==> config.mk <==
export PLATFORM = sky130hd
export DESIGN_NAME = keypad_click_autorepeat_unit
export DESIGN_NICKNAME = d
export VERILOG_FILES = /design/src/rtl/kca_pkg.sv /design/src/rtl/keypad_click_autorepeat_unit.sv
export VERILOG_INCLUDE_DIRS = /design/src /design/src/rtl
export SDC_FILE = /design/constraint.sdc
export NUM_CORES = 1
export LEC_CHECK = 0
export BUFFER_PORTS_ARGS = -buffer_cell sky130_fd_sc_hd__buf_2
export CAP_MARGIN = 20
export CORE_MARGIN = 5
export CORE_UTILIZATION = 51
export CTS_BUF_LIST = sky130_fd_sc_hd__clkbuf_4 sky130_fd_sc_hd__clkbuf_8 sky130_fd_sc_hd__clkbuf_16
export DETAILED_ROUTE_END_ITERATION = 8
export PLACE_DENSITY = 0.78
export SKIP_LAST_GASP = 1
export SLEW_MARGIN = 0
export SYNTH_ARGS = -nofsm -noshare
export SYNTH_HDL_FRONTEND = slang
export SYNTH_SLANG_ARGS = --single-unit
==> constraint.sdc <==
create_clock -name clk -period 4.05 [get_ports clk]
set_clock_uncertainty 0.15 [all_clocks]
set_input_delay 0 -clock clk [delete_from_list [all_inputs] [get_ports clk]]
set_output_delay 0 -clock clk [all_outputs]
set_load 0.05 [all_outputs]
==> src/rtl/keypad_click_autorepeat_unit_macros.svh <==
// ---------------------------------------------------------------------------
// Keypad click autorepeat unit - assertion macros
// Concurrent checks on the unit clock, disabled while reset is held.
// Synthesis builds see empty macros.
// ---------------------------------------------------------------------------
`ifndef KEYPAD_CLICK_AUTOREPEAT_UNIT_MACROS_SVH
`define KEYPAD_CLICK_AUTOREPEAT_UNIT_MACROS_SVH

`ifndef SYNTHESIS

// Check that a condition holds at every edge
`define KCA_ASSERT_ALWAYS(lbl, cond, msg) \
    lbl: assert property (@(posedge clk) disable iff (!rst_n) (cond)) \
        else $error(msg);

// Check that the consequent holds in the cycle after the antecedent
`define KCA_ASSERT_NEXT(lbl, ante, cons, msg) \
    lbl: assert property (@(posedge clk) disable iff (!rst_n) (ante) |=> (cons)) \
        else $error(msg);

`else

`define KCA_ASSERT_ALWAYS(lbl, cond, msg)
`define KCA_ASSERT_NEXT(lbl, ante, cons, msg)

`endif

`endif

==> src/rtl/kca_pkg.sv <==
// ---------------------------------------------------------------------------
// Keypad click autorepeat package
// Key table, action codes, register indexes and reset defaults.
// ---------------------------------------------------------------------------
`default_nettype none

package kca_pkg;

    // Default sizing
    localparam int KEY_GROUPS_DEF = 3;
    localparam int TICK_BITS_DEF  = 32;

    // Input word layout
    localparam int INPUT_GROUPS = 3;
    localparam int WORD_W       = 32;
    localparam int TIME_W       = 32;
    localparam int S_TDATA_W    = INPUT_GROUPS * WORD_W + TIME_W;
    localparam int S_TUSER_W    = 2;

    // Result word layout
    localparam int KEY_CODE_W   = 4;
    localparam int M_TDATA_W    = 8;

    // Configuration port
    localparam int CFG_IDX_W    = 1;
    localparam int CFG_DATA_W   = 16;
    localparam logic [CFG_IDX_W-1:0] CFG_FIRST_DELAY  = 1'b0;
    localparam logic [CFG_IDX_W-1:0] CFG_REPEAT_DELAY = 1'b1;
    localparam logic [CFG_DATA_W-1:0] FIRST_DELAY_RST  = 16'd500;
    localparam logic [CFG_DATA_W-1:0] REPEAT_DELAY_RST = 16'd175;

    // Action codes carried in tuser
    typedef enum logic [S_TUSER_W-1:0] {
        ACT_SCAN   = 2'd0,
        ACT_POLL   = 2'd1,
        ACT_FORGET = 2'd2
    } action_t;

    // Key table in priority order; key code is the 1-based position
    localparam int KEY_COUNT = 13;
    localparam logic [2:0] KEY_GROUP [KEY_COUNT] = '{
        3'd0, 3'd1, 3'd1, 3'd1, 3'd1, 3'd1,
        3'd2, 3'd2, 3'd2, 3'd2, 3'd2, 3'd2, 3'd2
    };
    localparam logic [WORD_W-1:0] KEY_MASK [KEY_COUNT] = '{
        32'h0000_0001, 32'h0100_0000, 32'h0400_0000, 32'h1000_0000,
        32'h2000_0000, 32'h8000_0000, 32'h0000_0001, 32'h0000_0002,
        32'h0000_0004, 32'h0000_0008, 32'h0000_0030, 32'h0000_0020,
        32'h0000_0010
    };

endpackage

`default_nettype wire

==> src/rtl/keypad_click_autorepeat_unit.sv <==
// ---------------------------------------------------------------------------
// Keypad click autorepeat unit
// Detects key clicks on active-low key matrix words and repeats a held key.
// ---------------------------------------------------------------------------
// The unit takes one word per clock and returns exactly one result word per
// input word, in order. A word is captured in the input register, then
// decoded in a single pass (thirteen-key priority logic plus one subtract
// and compare on the tick count) that updates the key state and loads the
// result register, from which the result drives m_tdata. Sustained rate
// is one word per cycle while results are taken, set by the one decode
// stage; the input side only stalls when both the input and the result
// register hold words and the result is not being taken. Scan (tuser 0)
// loads new key words, poll (tuser 1) returns a click or autorepeat key
// code, forget (tuser 2) drops the held key; scan, forget and the unused
// code return key code 0.
`default_nettype none

`include "keypad_click_autorepeat_unit_macros.svh"

module keypad_click_autorepeat_unit #(
    parameter int KEY_GROUPS = kca_pkg::KEY_GROUPS_DEF,
    parameter int TICK_BITS  = kca_pkg::TICK_BITS_DEF
) (
    input  wire logic                             clk,
    input  wire logic                             rst_n,
    // Input stream
    input  wire logic                             s_tvalid,
    output logic                                  s_tready,
    // raw_group0 [31:0], raw_group1 [63:32], raw_group2 [95:64],
    // current_time [127:96]
    input  wire logic [kca_pkg::S_TDATA_W-1:0]    s_tdata,
    // action [1:0]
    input  wire logic [kca_pkg::S_TUSER_W-1:0]    s_tuser,
    // Result stream
    output logic                                  m_tvalid,
    input  wire logic                             m_tready,
    // key_code [3:0], zero fill [7:4]
    output logic [kca_pkg::M_TDATA_W-1:0]         m_tdata,
    // Configuration writes
    input  wire logic                             cfg_wr_en,
    input  wire logic [kca_pkg::CFG_IDX_W-1:0]    cfg_addr,
    input  wire logic [kca_pkg::CFG_DATA_W-1:0]   cfg_wdata
);

    localparam int KC = kca_pkg::KEY_COUNT;
    localparam int WW = kca_pkg::WORD_W;
    localparam int CW = kca_pkg::KEY_CODE_W;

    // Handshake control
    logic advance;
    logic process;

    // Input register
    logic                              in_valid_reg;
    logic [kca_pkg::S_TUSER_W-1:0]     in_action_reg;
    logic [WW-1:0]                     in_raw_reg [kca_pkg::INPUT_GROUPS];
    logic [kca_pkg::TIME_W-1:0]        in_time_reg;

    // Result register
    logic                              out_valid_reg;
    logic [CW-1:0]                     out_code_reg;
    logic [CW-1:0]                     code_next;

    // Configuration registers
    logic [kca_pkg::CFG_DATA_W-1:0]    first_delay_reg;
    logic [kca_pkg::CFG_DATA_W-1:0]    repeat_delay_reg;

    // Key state
    logic [WW-1:0]                     cur_reg  [KEY_GROUPS];
    logic [WW-1:0]                     cur_next [KEY_GROUPS];
    logic [WW-1:0]                     prev_reg  [KEY_GROUPS];
    logic [WW-1:0]                     prev_next [KEY_GROUPS];
    logic [WW-1:0]                     scan_word [KEY_GROUPS];
    logic [CW-1:0]                     held_reg;
    logic [CW-1:0]                     held_next;
    logic [TICK_BITS-1:0]              last_emit_reg;
    logic [TICK_BITS-1:0]              last_emit_next;
    logic                              repeating_reg;
    logic                              repeating_next;

    // Decode signals
    logic [KC-1:0]                     key_pressed;
    logic [KC-1:0]                     key_rise;
    logic [CW-1:0]                     click;
    logic                              held_down;
    logic [TICK_BITS-1:0]              now;
    logic [TICK_BITS-1:0]              diff;
    logic [TICK_BITS-1:0]              limit;

    assign advance  = !out_valid_reg || m_tready;
    assign s_tready = !in_valid_reg || advance;
    assign process  = in_valid_reg && advance;

    assign m_tvalid = out_valid_reg;
    assign m_tdata  = {{(kca_pkg::M_TDATA_W - CW){1'b0}}, out_code_reg};

    // Capture the input word
    always_ff @(posedge clk or negedge rst_n)
    begin
        if (!rst_n)
        begin
            in_valid_reg <= 1'b0;
        end
        else if (s_tready)
        begin
            in_valid_reg <= s_tvalid;
        end
    end

    always_ff @(posedge clk)
    begin
        if (s_tvalid && s_tready)
        begin
            in_action_reg <= s_tuser;
            for (int g = 0; g < kca_pkg::INPUT_GROUPS; g++)
            begin
                in_raw_reg[g] <= s_tdata[g*WW +: WW];
            end
            in_time_reg <= s_tdata[kca_pkg::INPUT_GROUPS*WW +: kca_pkg::TIME_W];
        end
    end

    // Hold configuration
    always_ff @(posedge clk or negedge rst_n)
    begin
        if (!rst_n)
        begin
            first_delay_reg  <= kca_pkg::FIRST_DELAY_RST;
            repeat_delay_reg <= kca_pkg::REPEAT_DELAY_RST;
        end
        else if (cfg_wr_en)
        begin
            case (cfg_addr)
                kca_pkg::CFG_FIRST_DELAY:  first_delay_reg  <= cfg_wdata;
                kca_pkg::CFG_REPEAT_DELAY: repeat_delay_reg <= cfg_wdata;
                default: ;
            endcase
        end
    end

    // Words loaded on scan; groups without an input stay released
    for (genvar g = 0; g < KEY_GROUPS; g++)
    begin : g_scan
        if (g < kca_pkg::INPUT_GROUPS)
        begin : g_in
            assign scan_word[g] = in_raw_reg[g];
        end
        else
        begin : g_idle
            assign scan_word[g] = '1;
        end
    end

    // Per-key pressed and click detection
    for (genvar k = 0; k < KC; k++)
    begin : g_key
        localparam int GRP = int'(kca_pkg::KEY_GROUP[k]);
        if (GRP < KEY_GROUPS)
        begin : g_used
            assign key_pressed[k] = (cur_reg[GRP] & kca_pkg::KEY_MASK[k]) == '0;
            assign key_rise[k] = key_pressed[k] &&
                                 ((prev_reg[GRP] & kca_pkg::KEY_MASK[k]) != '0);
        end
        else
        begin : g_absent
            assign key_pressed[k] = 1'b0;
            assign key_rise[k] = 1'b0;
        end
    end

    // Pick the first click in table order and look up the held key
    always_comb
    begin
        click     = '0;
        held_down = 1'b0;
        for (int k = KC - 1; k >= 0; k--)
        begin
            if (key_rise[k])
            begin
                click = CW'(k + 1);
            end
        end
        for (int k = 0; k < KC; k++)
        begin
            if (held_reg == CW'(k + 1))
            begin
                held_down = key_pressed[k];
            end
        end
    end

    // Elapsed ticks since the last report, wrapped
    assign now   = TICK_BITS'(in_time_reg);
    assign diff  = now - last_emit_reg;
    assign limit = repeating_reg ? TICK_BITS'(repeat_delay_reg)
                                 : TICK_BITS'(first_delay_reg);

    // Work out the next key state and the result
    always_comb
    begin
        cur_next       = cur_reg;
        prev_next      = prev_reg;
        held_next      = held_reg;
        last_emit_next = last_emit_reg;
        repeating_next = repeating_reg;
        code_next      = '0;
        case (in_action_reg)
            kca_pkg::ACT_SCAN:
            begin
                prev_next = cur_reg;
                cur_next  = scan_word;
            end
            kca_pkg::ACT_POLL:
            begin
                if (click != '0)
                begin
                    held_next      = click;
                    repeating_next = 1'b0;
                    last_emit_next = now;
                    code_next      = click;
                end
                else if (held_reg != '0 && held_down)
                begin
                    if (diff > limit)
                    begin
                        repeating_next = 1'b1;
                        last_emit_next = now;
                        code_next      = held_reg;
                    end
                end
                else
                begin
                    held_next = '0;
                end
            end
            kca_pkg::ACT_FORGET:
            begin
                held_next = '0;
            end
            default: ;
        endcase
    end

    // Advance key state
    always_ff @(posedge clk or negedge rst_n)
    begin
        if (!rst_n)
        begin
            for (int g = 0; g < KEY_GROUPS; g++)
            begin
                cur_reg[g]  <= '1;
                prev_reg[g] <= '1;
            end
            held_reg      <= '0;
            last_emit_reg <= '0;
            repeating_reg <= 1'b0;
        end
        else if (process)
        begin
            cur_reg       <= cur_next;
            prev_reg      <= prev_next;
            held_reg      <= held_next;
            last_emit_reg <= last_emit_next;
            repeating_reg <= repeating_next;
        end
    end

    // Load the result register
    always_ff @(posedge clk or negedge rst_n)
    begin
        if (!rst_n)
        begin
            out_valid_reg <= 1'b0;
        end
        else if (advance)
        begin
            out_valid_reg <= in_valid_reg;
        end
    end

    always_ff @(posedge clk)
    begin
        if (process)
        begin
            out_code_reg <= code_next;
        end
    end

    // Held key is always a table code or none
    `KCA_ASSERT_ALWAYS(a_held_in_table, held_reg <= CW'(KC), "held key outside key table")
    // Only a poll can report a key
    `KCA_ASSERT_NEXT(a_code_from_poll, process && in_action_reg != kca_pkg::ACT_POLL, out_code_reg == '0, "nonzero key code from non-poll word")
    // A reported key becomes the held key
    `KCA_ASSERT_NEXT(a_report_holds, process && code_next != '0, held_reg == out_code_reg && last_emit_reg == $past(now), "reported key not held")

endmodule

`default_nettype wire
==> reports/results.ini <==
[yosys]
muxShareOfSynthArea=0.114
netlist_top_cells_area=edfxtp_1 (18%), dfrtp_1 (18%), dfstp_2 (11%)
syn_area_um2=8260
synth_compound_area_frac=0.154
ys_seq_elements=145
synth_top_area_cell=edfxtp_1
syn_inst=751
synth_xor_xnor_area_share=0.0265
synth.distinct_cells=70
ys_warn_count=0
synth_edf_count=50
synth_top_area_share=0.182
synth_top_family_by_area=compound AO/OA/AOI/OAI gates
yosys_most_used_dff=dfrtp_1
synth_adder_area_share=0.0736
synth_seq_area_share=0.475
async_flop_share=0.655
synth_simple_gate_area_frac=0.115
synth_area_per_cell_um2=11.0

[floorplan]
ios=162
core_area_um2=15900
initial_core_util=0.520
die-width_um=137
dieArea_um2=18800
fp.dieH_um=137
core.rowCount=46

[placement]
dp_hpwl_mm=12.7
post-place-ws_ns=-0.567
port_buffers=73
routabilityCongestion=0.902

[power_and_ir_drop]
ir_worst_vdd_uv=458
p_per_area_nw_per_um2=746
power.leakage_uw=0.00454

[timing]
relSlewSlack=0.310
finalCritPeriodShare=1.16
finalSetupViolations=37
post-route-min-period_ns=4.70
fmax_mhz=213
tightest_slew_ns=1.03
grt_setup_unrepaired=yes
hold_viol_final=0
slew_viol_final=0
final.setup.worst_slack_ns=-0.649
timing.hold.ws_ns=0.0274

[clocking]
clk_path_buf_depth=2
cts_made_buffers=17
cts.sinks=145
clk_latency_ns=0.43
cts_root_buf=clkbuf_16
path_clk_slew_ns=0.06
cts_tree=built
htreeDepth=4

[worst_setup_path]
worstPathMaxFanout=21
reg2reg_slack_ns=-0.65
cp_data_required_time_ns=4.20
critPathArrivalTime_ns=4.85
cp-start-kind=flip-flop
path_class=reg2reg
cp-end-kind=flip-flop

[status]
failed_checks=negative setup slack
outcome=finished with violations

[grt]
overflow=0
grt_max_degree=70
grt_util_all_layers=0.216
grt_pass1_vias=6552
grt_pass1_wl_mm=31.9
antenna_found_initial=0

[detailed_routing]
wire_per_inst_um=16.5
ant_nets=0
drc_errors=0
first_pass_iters=5
drt_iter0_markers=455
dr_total_vias=6476
vias_per_cell=5.54
wl_mm=19.3

[cells_and_area]
drive_gt1_frac=0.311
fin_util=0.667
diodes=0
area_growth_pct=28.2
nNetsFinal=1141

[flow_run]
drv_cap=0

[min_path]
holdCritPathClass=in2reg

-- cells by family after synthesis --
family	count (synthesis)
mux	84
flops	145
buf+inv	78
other cells	1
fa+ha+maj	48
simple gates	190
xor+xnor	25
compound gates	180
-- cell type report --
cell class              instances  area, um^2
flip-flops and latches        145        3920
clock inverters                12        92.6
inverters                      50         188
multi-input cells             531        4160
fillers                      1192        5290
repair buffers                196        1500
well taps                     216         270
clock buffers                  20         460
-- power breakdown --
part / total, uW / leakage (uW) / internal (uW) / switching (uW)
Sequential: 2230 / 0.00156 / 1960 / 267
Clock: 1490 / 0.000281 / 833 / 653
Combinational: 4190 / 0.00270 / 1950 / 2230
Total: 7900 / 0.00454 / 4750 / 3150
-- path summary, 6_finish.rpt --
| check | start | end | cells after the start |
|---|---|---|---|
| worst max-delay path | in_time_reg[0]$_DFFE_PP_ | last_emit_reg[2]$_DFFE_PN0P_ | 23 |
| worst min-delay path | cfg_addr | first_delay_reg[13]$_DFFE_PN0P_ | 4 |
| worst max register to register | in_time_reg[0]$_DFFE_PP_ | last_emit_reg[2]$_DFFE_PN0P_ | 23 |
| worst min register to register | in_raw_reg[2][1]$_DFFE_PP_ | cur_reg[1]$_DFFE_PN1P_ | 1 |
| max in group asynchronous | rst_n | last_emit_reg[26]$_DFFE_PN0P_ | 3 |
| min in group asynchronous | rst_n | last_emit_reg[4]$_DFFE_PN0P_ | 2 |
-- worst max-delay path: stages (launching register included) --
cell and delay, ns:
edfxtp_1 0.40, inv_1 0.08, ha_2 0.18, fa_2 0.21
nor2b_2 0.05, o31a_1 0.26, a21oi_2 0.16, nand2_1 0.10
a21o_1 0.21, a21oi_2 0.16, o21bai_1 0.08, a21oi_1 0.17
xnor2_1 0.09, ha_1 0.30, nand2_2 0.08, nor4_4 0.18
nand2_1 0.10, a211oi_2 0.25, o21ai_1 0.11, nor4b_2 0.30
a31o_1 0.23, o221ai_4 0.14, buf_12 0.20, a221o_1 0.38
-- timing repair --
action / 4_1_cts / 5_1_grt
endpoints found under the hold margin: 112 / 0
gates cloned: 1 / 0
pin swaps: 11 / 4
setup buffers: 5 / 6
hold buffers: 66 / 0
resized for setup: 15 / 9
endpoints found under the setup margin: 37 / 37
-- metrics by stage --
stage                     TNS, ns  total power [uW]  cell area (um^2)  std cells
after global placement     -11.47              5930              9150       1059
after global routing       -33.89              8510             10600       1170
after detailed placement   -18.39              6040              9150       1059
after floorplan             -6.95              5030              8300        754
final                      -20.56              7900             10600       1170
after CTS                  -16.40              7760             10500       1163
-- per-layer routing --
| layer | wire, um | global-route usage | vias to the layer above | part of all wire |
|---|---|---|---|---|
| li1 | - | - | 3143 | - |
| met1 | 8450 | 0.275 | 3149 | 0.44 |
| met2 | 9600 | 0.363 | 151 | 0.50 |
| met3 | 905 | 0.0504 | 33 | 0.047 |
| met4 | 348 | 0.0721 | 0 | 0.018 |
| met5 | 0 | 0 | - | 0 |
-- Yosys cell counts, drive strengths merged (3+ instances only) --
library cell  instances
nor2                 67
mux2                 62
dfrtp                59
a21oi                56
edfxtp               50
inv                  50
ha                   47
nand2                41
dfstp                36
a221o                32
o21ai                31
mux2i                20
buf                  16
nor2b                15
xnor2                15
nand2b               14
clkbuf               12
xor2                 10
nand3                 9
nand4                 9
nor3                  8
nor3b                 7
a211oi                6
a21o                  6
o21a                  6
o21bai                6
a31oi                 5
and2                  5
o211ai                5
o22ai                 4
o31a                  3
o31ai                 3
or2                   3
-- cells in the final DEF, fill, tap and decap left out, drive strengths merged, types with 6 or more instances in the layout --
| master | n |
|---|---|
| nand2b | 14 |
| nand4 | 9 |
| dlygate4sd3 | 66 |
| o21bai | 6 |
| dfrtp | 59 |
| edfxtp | 50 |
| ha | 47 |
| mux2i | 20 |
| nor3b | 7 |
| a221o | 32 |
| a211oi | 6 |
| clkbuf | 20 |
| nand3 | 9 |
| buf | 130 |
| a21o | 6 |
| nor2b | 15 |
| o21ai | 31 |
| nor3 | 8 |
| a21oi | 56 |
| nand2 | 41 |
| xnor2 | 15 |
| xor2 | 10 |
| dfstp | 36 |
| o21a | 6 |
| inv | 58 |
| mux2 | 62 |
| nor2 | 67 |
(Power assumes the default switching activity.)
